### src/rtl/grid_point_mesh_triangulator_assert.svh
// Assertion macros for the grid point mesh triangulator.
`ifndef GRID_POINT_MESH_TRIANGULATOR_ASSERT_SVH
`define GRID_POINT_MESH_TRIANGULATOR_ASSERT_SVH
// Implication checked on every clock edge outside reset.
`define GPMT_ASSERT_IMP(label, ante, cons, msg) \
  label: assert property (@(posedge clk) disable iff (!rst_n) (ante) |-> (cons)) \
    else $error(msg);
// Implication whose consequence is checked in the clock cycle after the antecedent.
`define GPMT_ASSERT_NEXT(label, ante, cons, msg) \
  label: assert property (@(posedge clk) disable iff (!rst_n) (ante) |=> (cons)) \
    else $error(msg);
`endif

### src/rtl/gpmt_pkg.sv
// Package with the shared types and constants of the grid point mesh triangulator.
package gpmt_pkg;
  localparam int COORD_BITS = 24;
  localparam int MAX_ROW_POINTS = 64;
  localparam int COL_BITS = $clog2(MAX_ROW_POINTS);
  localparam int LEN_BITS = COL_BITS + 1;
  localparam int DIFF_BITS = COORD_BITS + 1;
  localparam int SUM_BITS = 2 * DIFF_BITS + 2;
  localparam int ROOT_BITS = SUM_BITS / 2;
  localparam int PERIM_BITS = 28;
  localparam int PER_SUM_BITS = ROOT_BITS + 2;
  localparam logic [PERIM_BITS-1:0] PERIM_RESET = 28'd89600;
  localparam int ADDR_BITS = 3;
  localparam logic [ADDR_BITS-1:0] REG_MAX_PERIMETER = 3'd0;
  localparam logic [ADDR_BITS-1:0] REG_LINEAR_MODE = 3'd4;

  typedef logic signed [COORD_BITS-1:0] coord_t;

  typedef struct packed {
    coord_t x;
    coord_t y;
    coord_t z;
  } point_t;

  typedef struct packed {
    coord_t px;
    coord_t py;
    coord_t pz;
    logic mesh_start;
    logic row_end;
  } in_word_t;

  typedef struct packed {
    coord_t a_x;
    coord_t a_y;
    coord_t a_z;
    coord_t b_x;
    coord_t b_y;
    coord_t b_z;
    coord_t c_x;
    coord_t c_y;
    coord_t c_z;
    logic is_segment;
    logic last;
  } out_word_t;

  // Handshake between the sequencer and the edge length unit.
  typedef struct packed {
    logic start;
    point_t p;
    point_t q;
  } len_req_t;

  typedef struct packed {
    logic done;
    logic [ROOT_BITS-1:0] root;
  } len_rsp_t;
endpackage

### src/rtl/gpmt_edge_len.sv
// Edge length unit: bit-serial squared distance and a restoring square root.
module gpmt_edge_len (
  input  logic              clk,
  input  logic              rst_n,
  input  gpmt_pkg::len_req_t req,
  output gpmt_pkg::len_rsp_t rsp
);
  localparam int DB = gpmt_pkg::DIFF_BITS;
  localparam int SB = gpmt_pkg::SUM_BITS;
  localparam int RB = gpmt_pkg::ROOT_BITS;
  localparam int CNT_BITS = $clog2(SB + 1);

  typedef enum logic [1:0] {S_IDLE, S_SQ, S_ROOT} state_t;

  state_t state_r;
  logic [1:0] axis_r;
  logic [CNT_BITS-1:0] cnt_r;
  logic [DB-1:0] mcand_r;
  logic [DB-1:0] mplier_r;
  logic [SB-1:0] sum_r;
  logic [SB-1:0] rem_r;
  logic [RB-1:0] root_r;
  logic done_r;
  gpmt_pkg::point_t p_r, q_r;

  logic [DB-1:0] diff;
  logic [DB-1:0] mag;
  logic [SB+1:0] trial_rem;
  logic [SB+1:0] trial_sub;

  always_comb begin
    case (axis_r)
      2'd0: diff = DB'(p_r.x) - DB'(q_r.x);
      2'd1: diff = DB'(p_r.y) - DB'(q_r.y);
      default: diff = DB'(p_r.z) - DB'(q_r.z);
    endcase
    mag = diff[DB-1] ? (~diff + DB'(1)) : diff;
    // Each step brings down the next radicand digit pair and decides the next result bit.
    trial_rem = {rem_r, sum_r[SB-1:SB-2]};
    trial_sub = trial_rem - {{(SB-RB){1'b0}}, root_r, 2'b01};
  end

  always_ff @(posedge clk) begin
    if (!rst_n) begin
      state_r <= S_IDLE;
      done_r <= 1'b0;
      axis_r <= 2'd0;
      cnt_r <= '0;
    end else begin
      case (state_r)
        S_IDLE: begin
          done_r <= 1'b0;
          if (req.start) begin
            p_r <= req.p;
            q_r <= req.q;
            axis_r <= 2'd0;
            cnt_r <= '0;
            sum_r <= '0;
            state_r <= S_SQ;
          end
        end
        S_SQ: begin
          // Shift-and-add square, one multiplier bit per cycle.
          if (cnt_r == '0) begin
            mcand_r <= mag;
            mplier_r <= mag;
            cnt_r <= CNT_BITS'(1);
          end else begin
            if (mplier_r[0]) begin
              sum_r <= sum_r + (SB'(mcand_r) << (cnt_r - CNT_BITS'(1)));
            end
            mplier_r <= mplier_r >> 1;
            if (cnt_r == CNT_BITS'(DB)) begin
              cnt_r <= '0;
              if (axis_r == 2'd2) begin
                rem_r <= '0;
                root_r <= '0;
                state_r <= S_ROOT;
              end else begin
                axis_r <= axis_r + 2'd1;
              end
            end else begin
              cnt_r <= cnt_r + CNT_BITS'(1);
            end
          end
        end
        S_ROOT: begin
          sum_r <= sum_r << 2;
          if (!trial_sub[SB+1]) begin
            rem_r <= trial_sub[SB-1:0];
            root_r <= {root_r[RB-2:0], 1'b1};
          end else begin
            rem_r <= trial_rem[SB-1:0];
            root_r <= {root_r[RB-2:0], 1'b0};
          end
          if (cnt_r == CNT_BITS'(RB - 1)) begin
            done_r <= 1'b1;
            state_r <= S_IDLE;
          end else begin
            done_r <= 1'b0;
          end
          cnt_r <= cnt_r + CNT_BITS'(1);
        end
        default: state_r <= S_IDLE;
      endcase
    end
  end

  assign rsp.done = done_r;
  assign rsp.root = root_r;
endmodule

### config.mk
export PLATFORM = sky130hd
export DESIGN_NAME = gpmt_edge_len
export DESIGN_NICKNAME = d
export VERILOG_FILES = /design/src/rtl/grid_point_mesh_triangulator_assert.svh /design/src/rtl/gpmt_pkg.sv /design/src/rtl/gpmt_edge_len.sv
export SDC_FILE = /design/constraint.sdc
export NUM_CORES = 1
export LEC_CHECK = 0
export ABC_CLOCK_PERIOD_IN_PS = 15550
export BUFFER_PORTS_ARGS = -buffer_cell sky130_fd_sc_hd__buf_2
export CAP_MARGIN = 10
export CORE_AREA = 3 3 194 196
export CTS_CLUSTER_DIAMETER = 200
export CTS_CLUSTER_SIZE = 30
export DETAILED_ROUTE_END_ITERATION = 12
export DIE_AREA = 0 0 197 199
export PLACE_DENSITY = 0.86
export SYNTH_ARGS = -nofsm -noshare
export SYNTH_HDL_FRONTEND = slang
export SYNTH_SLANG_ARGS = --single-unit
export TNS_END_PERCENT = 50
### constraint.sdc
create_clock -name clk -period 15.55 [get_ports clk]
set_input_delay 2.3325 -clock clk [delete_from_list [all_inputs] [get_ports clk]]
set_output_delay 2.3325 -clock clk [all_outputs]
set_load 0.01 [all_outputs]
==> reports/qor.yml <==
critical_path:
  cp-end-kind: "flip-flop"
  crit_path_start_kind: "flip-flop"
  arrival_ns: 6.67
  path_cells: "buf_4 -> inv_1 -> ha_1 -> buf_4 -> nor2b_1 -> a211oi_1 -> a21oi_1 -> nand2_1 -> nand2_1 -> a21oi_1 -> nor2_1 -> ha_1 -> a21oi_1 -> o21a_1 -> o21ai_0 -> a31o_2 -> a31oi_1 -> o2111ai_1 -> a21oi_1 -> o21ai_1 -> o21ai_0 -> nor4_1 -> a211o_1"
  critical-path-top-delay-family: "compound AO/OA/AOI/OAI gates"
  slowest_stage: "ha_1"
  worst_ep_required_time_ns: 15.87
  path_max_fanout: 38
  critPathKind: "reg2reg"
  cp_num_buf_inv: 3
  cp_slowest_stage_delay_ns: 0.61
  cp_common_cell: "a21oi_1"
synth:
  ys_warn_count: 0
  postSynthCellCount: 2549
  synth-seq-cells: 335
  ys_seq_area_share_pct: 41.5
  avgSynthCellArea_sq_um: 9.40
  mappedNetlistNets: 2862
  synth_xor_xnor_area_share_pct: 5.48
  syn_area_sq_um: 24000
  synth_edf_count: 324
  synth_top_family_by_area: "compound AO/OA/AOI/OAI gates"
  async_flop_share_pct: 0
  synth_compound_area_share_pct: 19.2
  synth_cell_types: 93
  synth-simple-area-share_pct: 16.8
  synth_fa_ha_area_share_pct: 8.80
  synth.area.mux_share_pct: 3.92
  synth_flop_cell: "edfxtp_1"
clock_network:
  ctsHtreeMaxLevel: 1
  root_buffer: "clkbuf_16"
  cts-buffers-inserted: 15
  postCtsHoldBufs: 0
  cts_tree: "yes"
  cts.sinks: 335
  cts_setup_buffers: 0
  path_clk_slew_ns: 0.13
  clock_latency_ns: 0.55
  post_cts_resized: 0
  clock_path_buffers: 3
timing:
  maxSlewViolCount: 0
  hold_ws_ns: 0.527
  fin_crit_sh_pct: 40.9
  fin_crit_ns: 6.36
  rsz0062_at_grt: "no"
  setup_violations: 0
  fmaxAchievable_mhz: 157
  tightest_slew_ns: 1.19
  hold_viol: 0
  relSlewSlack_pct: 19.7
  tns_ns: 0
  finClkSkew_ns: 0.0326
finish:
  fin_nets: 2968
  drive_gt1_share_pct: 11.1
  area_growth_pct: 7.10
  fillers: 2735
  antenna_cells: 0
floorplan:
  row_count: 70
  die_x_um: 197
  core_area_sq_um: 36300
  die-height_um: 199
  die_area_sq_um: 39200
  io_pins: 174
  initial_core_util_pct: 66.1
global_routing:
  use_met1_pct: 39.2
  met3_usage_pct: 3.12
  busiest_layer: "met2"
  grtUsageMet2_pct: 53.4
  grt_pass1_vias: 19300
  grt_pass1_wl_um: 97900
  grtUsageTotal_pct: 30.3
  grt_max_degree: 84
  antenna_found_initial: 0
  grt_overflow: 0
detailed_routing:
  drt_iter0_drc: 1705
  ant_nets: 0
  vias_per_cell: 6.36
  firstDrtPassIters: 6
  wire_per_inst_um: 19.3
  drc: 0
  routed_wl_um: 60400
  num_vias: 19900
power:
  p_leak_uw: 0.0104
  peakVddDrop_mv: 0.122
  p_per_area_nw_per_um2: 104
worst_hold_path:
  hold_class: "reg2reg"
placement:
  gp_congestion: 0.977
  dpl.hpwl_um: 45600
  port-buffer-count: 173
flow_run:
  cap_violations: 0
status:
  status: "finished clean"
-- report_power, final --
group / internal, uW / switching [uW] / leakage [uW]
sequential: 1150 / 57.2 / 0.00310
combinational: 383 / 621 / 0.00708
clock: 185 / 285 / 0.000206
-- tightest hold or removal path, stage by stage (launching register included) --
cell and delay (ns):
dfxtp_1 0.36, nand2_1 0.06, a21boi_0 0.07
-- state kept, by name, summed over array words and instances, names as in the netlist, 6 cells and up --
signal and count:
p_r 72, mcand_r 25, cnt_r 6, q_r 72, root_r 26, rem_r 52
sum_r 52, mplier_r 25
-- cell families after synthesis --
| family | count (synthesis) |
|---|---|
| adders and majority gates | 166 |
| xor gates and xnor gates | 150 |
| DFF | 335 |
| buffers and inverters | 275 |
| muxes | 74 |
| and+or+nand+nor | 832 |
| AOI/OAI and AO/OA | 717 |
-- layer usage --
| metal | vias to the layer above | share of wire [%] |
|---|---|---|
| met2 | 812 | 50 |
| met5 | - | 0 |
| met4 | 0 | 3.7 |
| li1 | 9542 | - |
| met3 | 139 | 5.8 |
| met1 | 9407 | 41 |
-- cell type report --
class / count / area (sq um) / area share, %
inverters: 166 / 623 / 2.43
repair buffers: 198 / 1050 / 4.11
multi-input cells: 1939 / 13000 / 50.7
clock buffers: 19 / 390 / 1.52
flip-flops and latches: 335 / 9950 / 38.8
well taps: 468 / 586 / 2.28
clock inverters: 2 / 38.8 / 0.151
-- synthesized netlist by cell type, drive strengths merged (7+ instances only) --
library cell / number / area share, %
edfxtp: 324 / 41
nand2: 266 / 4.2
a21oi: 229 / 4.8
nor2: 222 / 3.5
inv: 166 / 2.6
ha: 162 / 8.5
o21ai: 143 / 3.0
clkbuf: 96 / 1.5
xnor2: 90 / 3.3
a21o: 76 / 2.4
xor2: 60 / 2.2
nor3: 55 / 1.1
nand3: 48 / 1.0
nor2b: 47 / 1.2
and3: 36 / 0.95
a22oi: 33 / 1.0
mux2i: 33 / 1.4
nand2b: 33 / 0.89
mux2: 28 / 1.3
nand4: 28 / 0.76
a211oi: 27 / 0.85
or3: 26 / 0.70
o21a: 25 / 0.78
a31oi: 23 / 0.60
o22ai: 20 / 0.52
o21bai: 19 / 0.60
o31ai: 15 / 0.47
nor4: 14 / 0.48
o211ai: 14 / 0.44
and2: 13 / 0.34
buf: 13 / 0.24
mux4: 13 / 1.2
dfxtp: 11 / 0.92
a2111oi: 10 / 0.39
or4: 10 / 0.38
nand3b: 9 / 0.28
a211o: 8 / 0.29
a21boi: 8 / 0.25
a221oi: 8 / 0.44
nor3b: 7 / 0.22
-- cell usage in the layout, fill, tap and decap left out, types with 8 or more instances in the layout --
master / n
a2111oi_0: 9
a211o_1: 8
a211oi_1: 27
a21o_1: 76
a21oi_1: 224
a22oi_1: 33
a31oi_1: 23
and2_1: 12
and3_1: 34
buf_2: 173
buf_4: 25
clkbuf_16: 15
dfxtp_1: 11
edfxtp_1: 324
ha_1: 162
inv_1: 165
mux2_2: 25
mux2i_1: 33
mux4_2: 13
nand2_1: 265
nand2b_1: 32
nand3_1: 48
nand3b_1: 9
nand4_1: 27
nor2_1: 222
nor2b_1: 46
nor3_1: 55
nor4_1: 11
o211ai_1: 14
o21a_1: 25
o21ai_0: 131
o21ai_1: 12
o21bai_1: 19
o22ai_1: 20
o31ai_1: 14
or3_1: 25
xnor2_1: 89
xor2_1: 59
-- path summary, 6_finish.rpt --
kind              startpoint        end  slack [ns]  depth (start not counted)
setup / recovery    cnt_r[0]  sum_r[50]        9.19                         23
hold / removal      cnt_r[1]   cnt_r[1]        0.53                          2
setup reg to reg    cnt_r[0]  sum_r[50]        9.19                         23
hold reg to reg     cnt_r[1]   cnt_r[1]        0.53                          2
-- metrics by stage --
stage | worst slack (ns) | util (%) | area (sq um) | total power, uW | cells
finish | 9.19 | 70.7 | 25700 | 2680 | 3127
CTS | 9.29 | 70.7 | 25700 | 2670 | 3127
floorplan | 8.60 | - | 24000 | 1950 | 2549
global placement | 9.54 | 69.6 | 25200 | 2170 | 3106
global route | 8.78 | 70.7 | 25700 | 2820 | 3127
detailed placement | 9.30 | 69.6 | 25200 | 2200 | 3106
(Power assumes the default switching activity.)
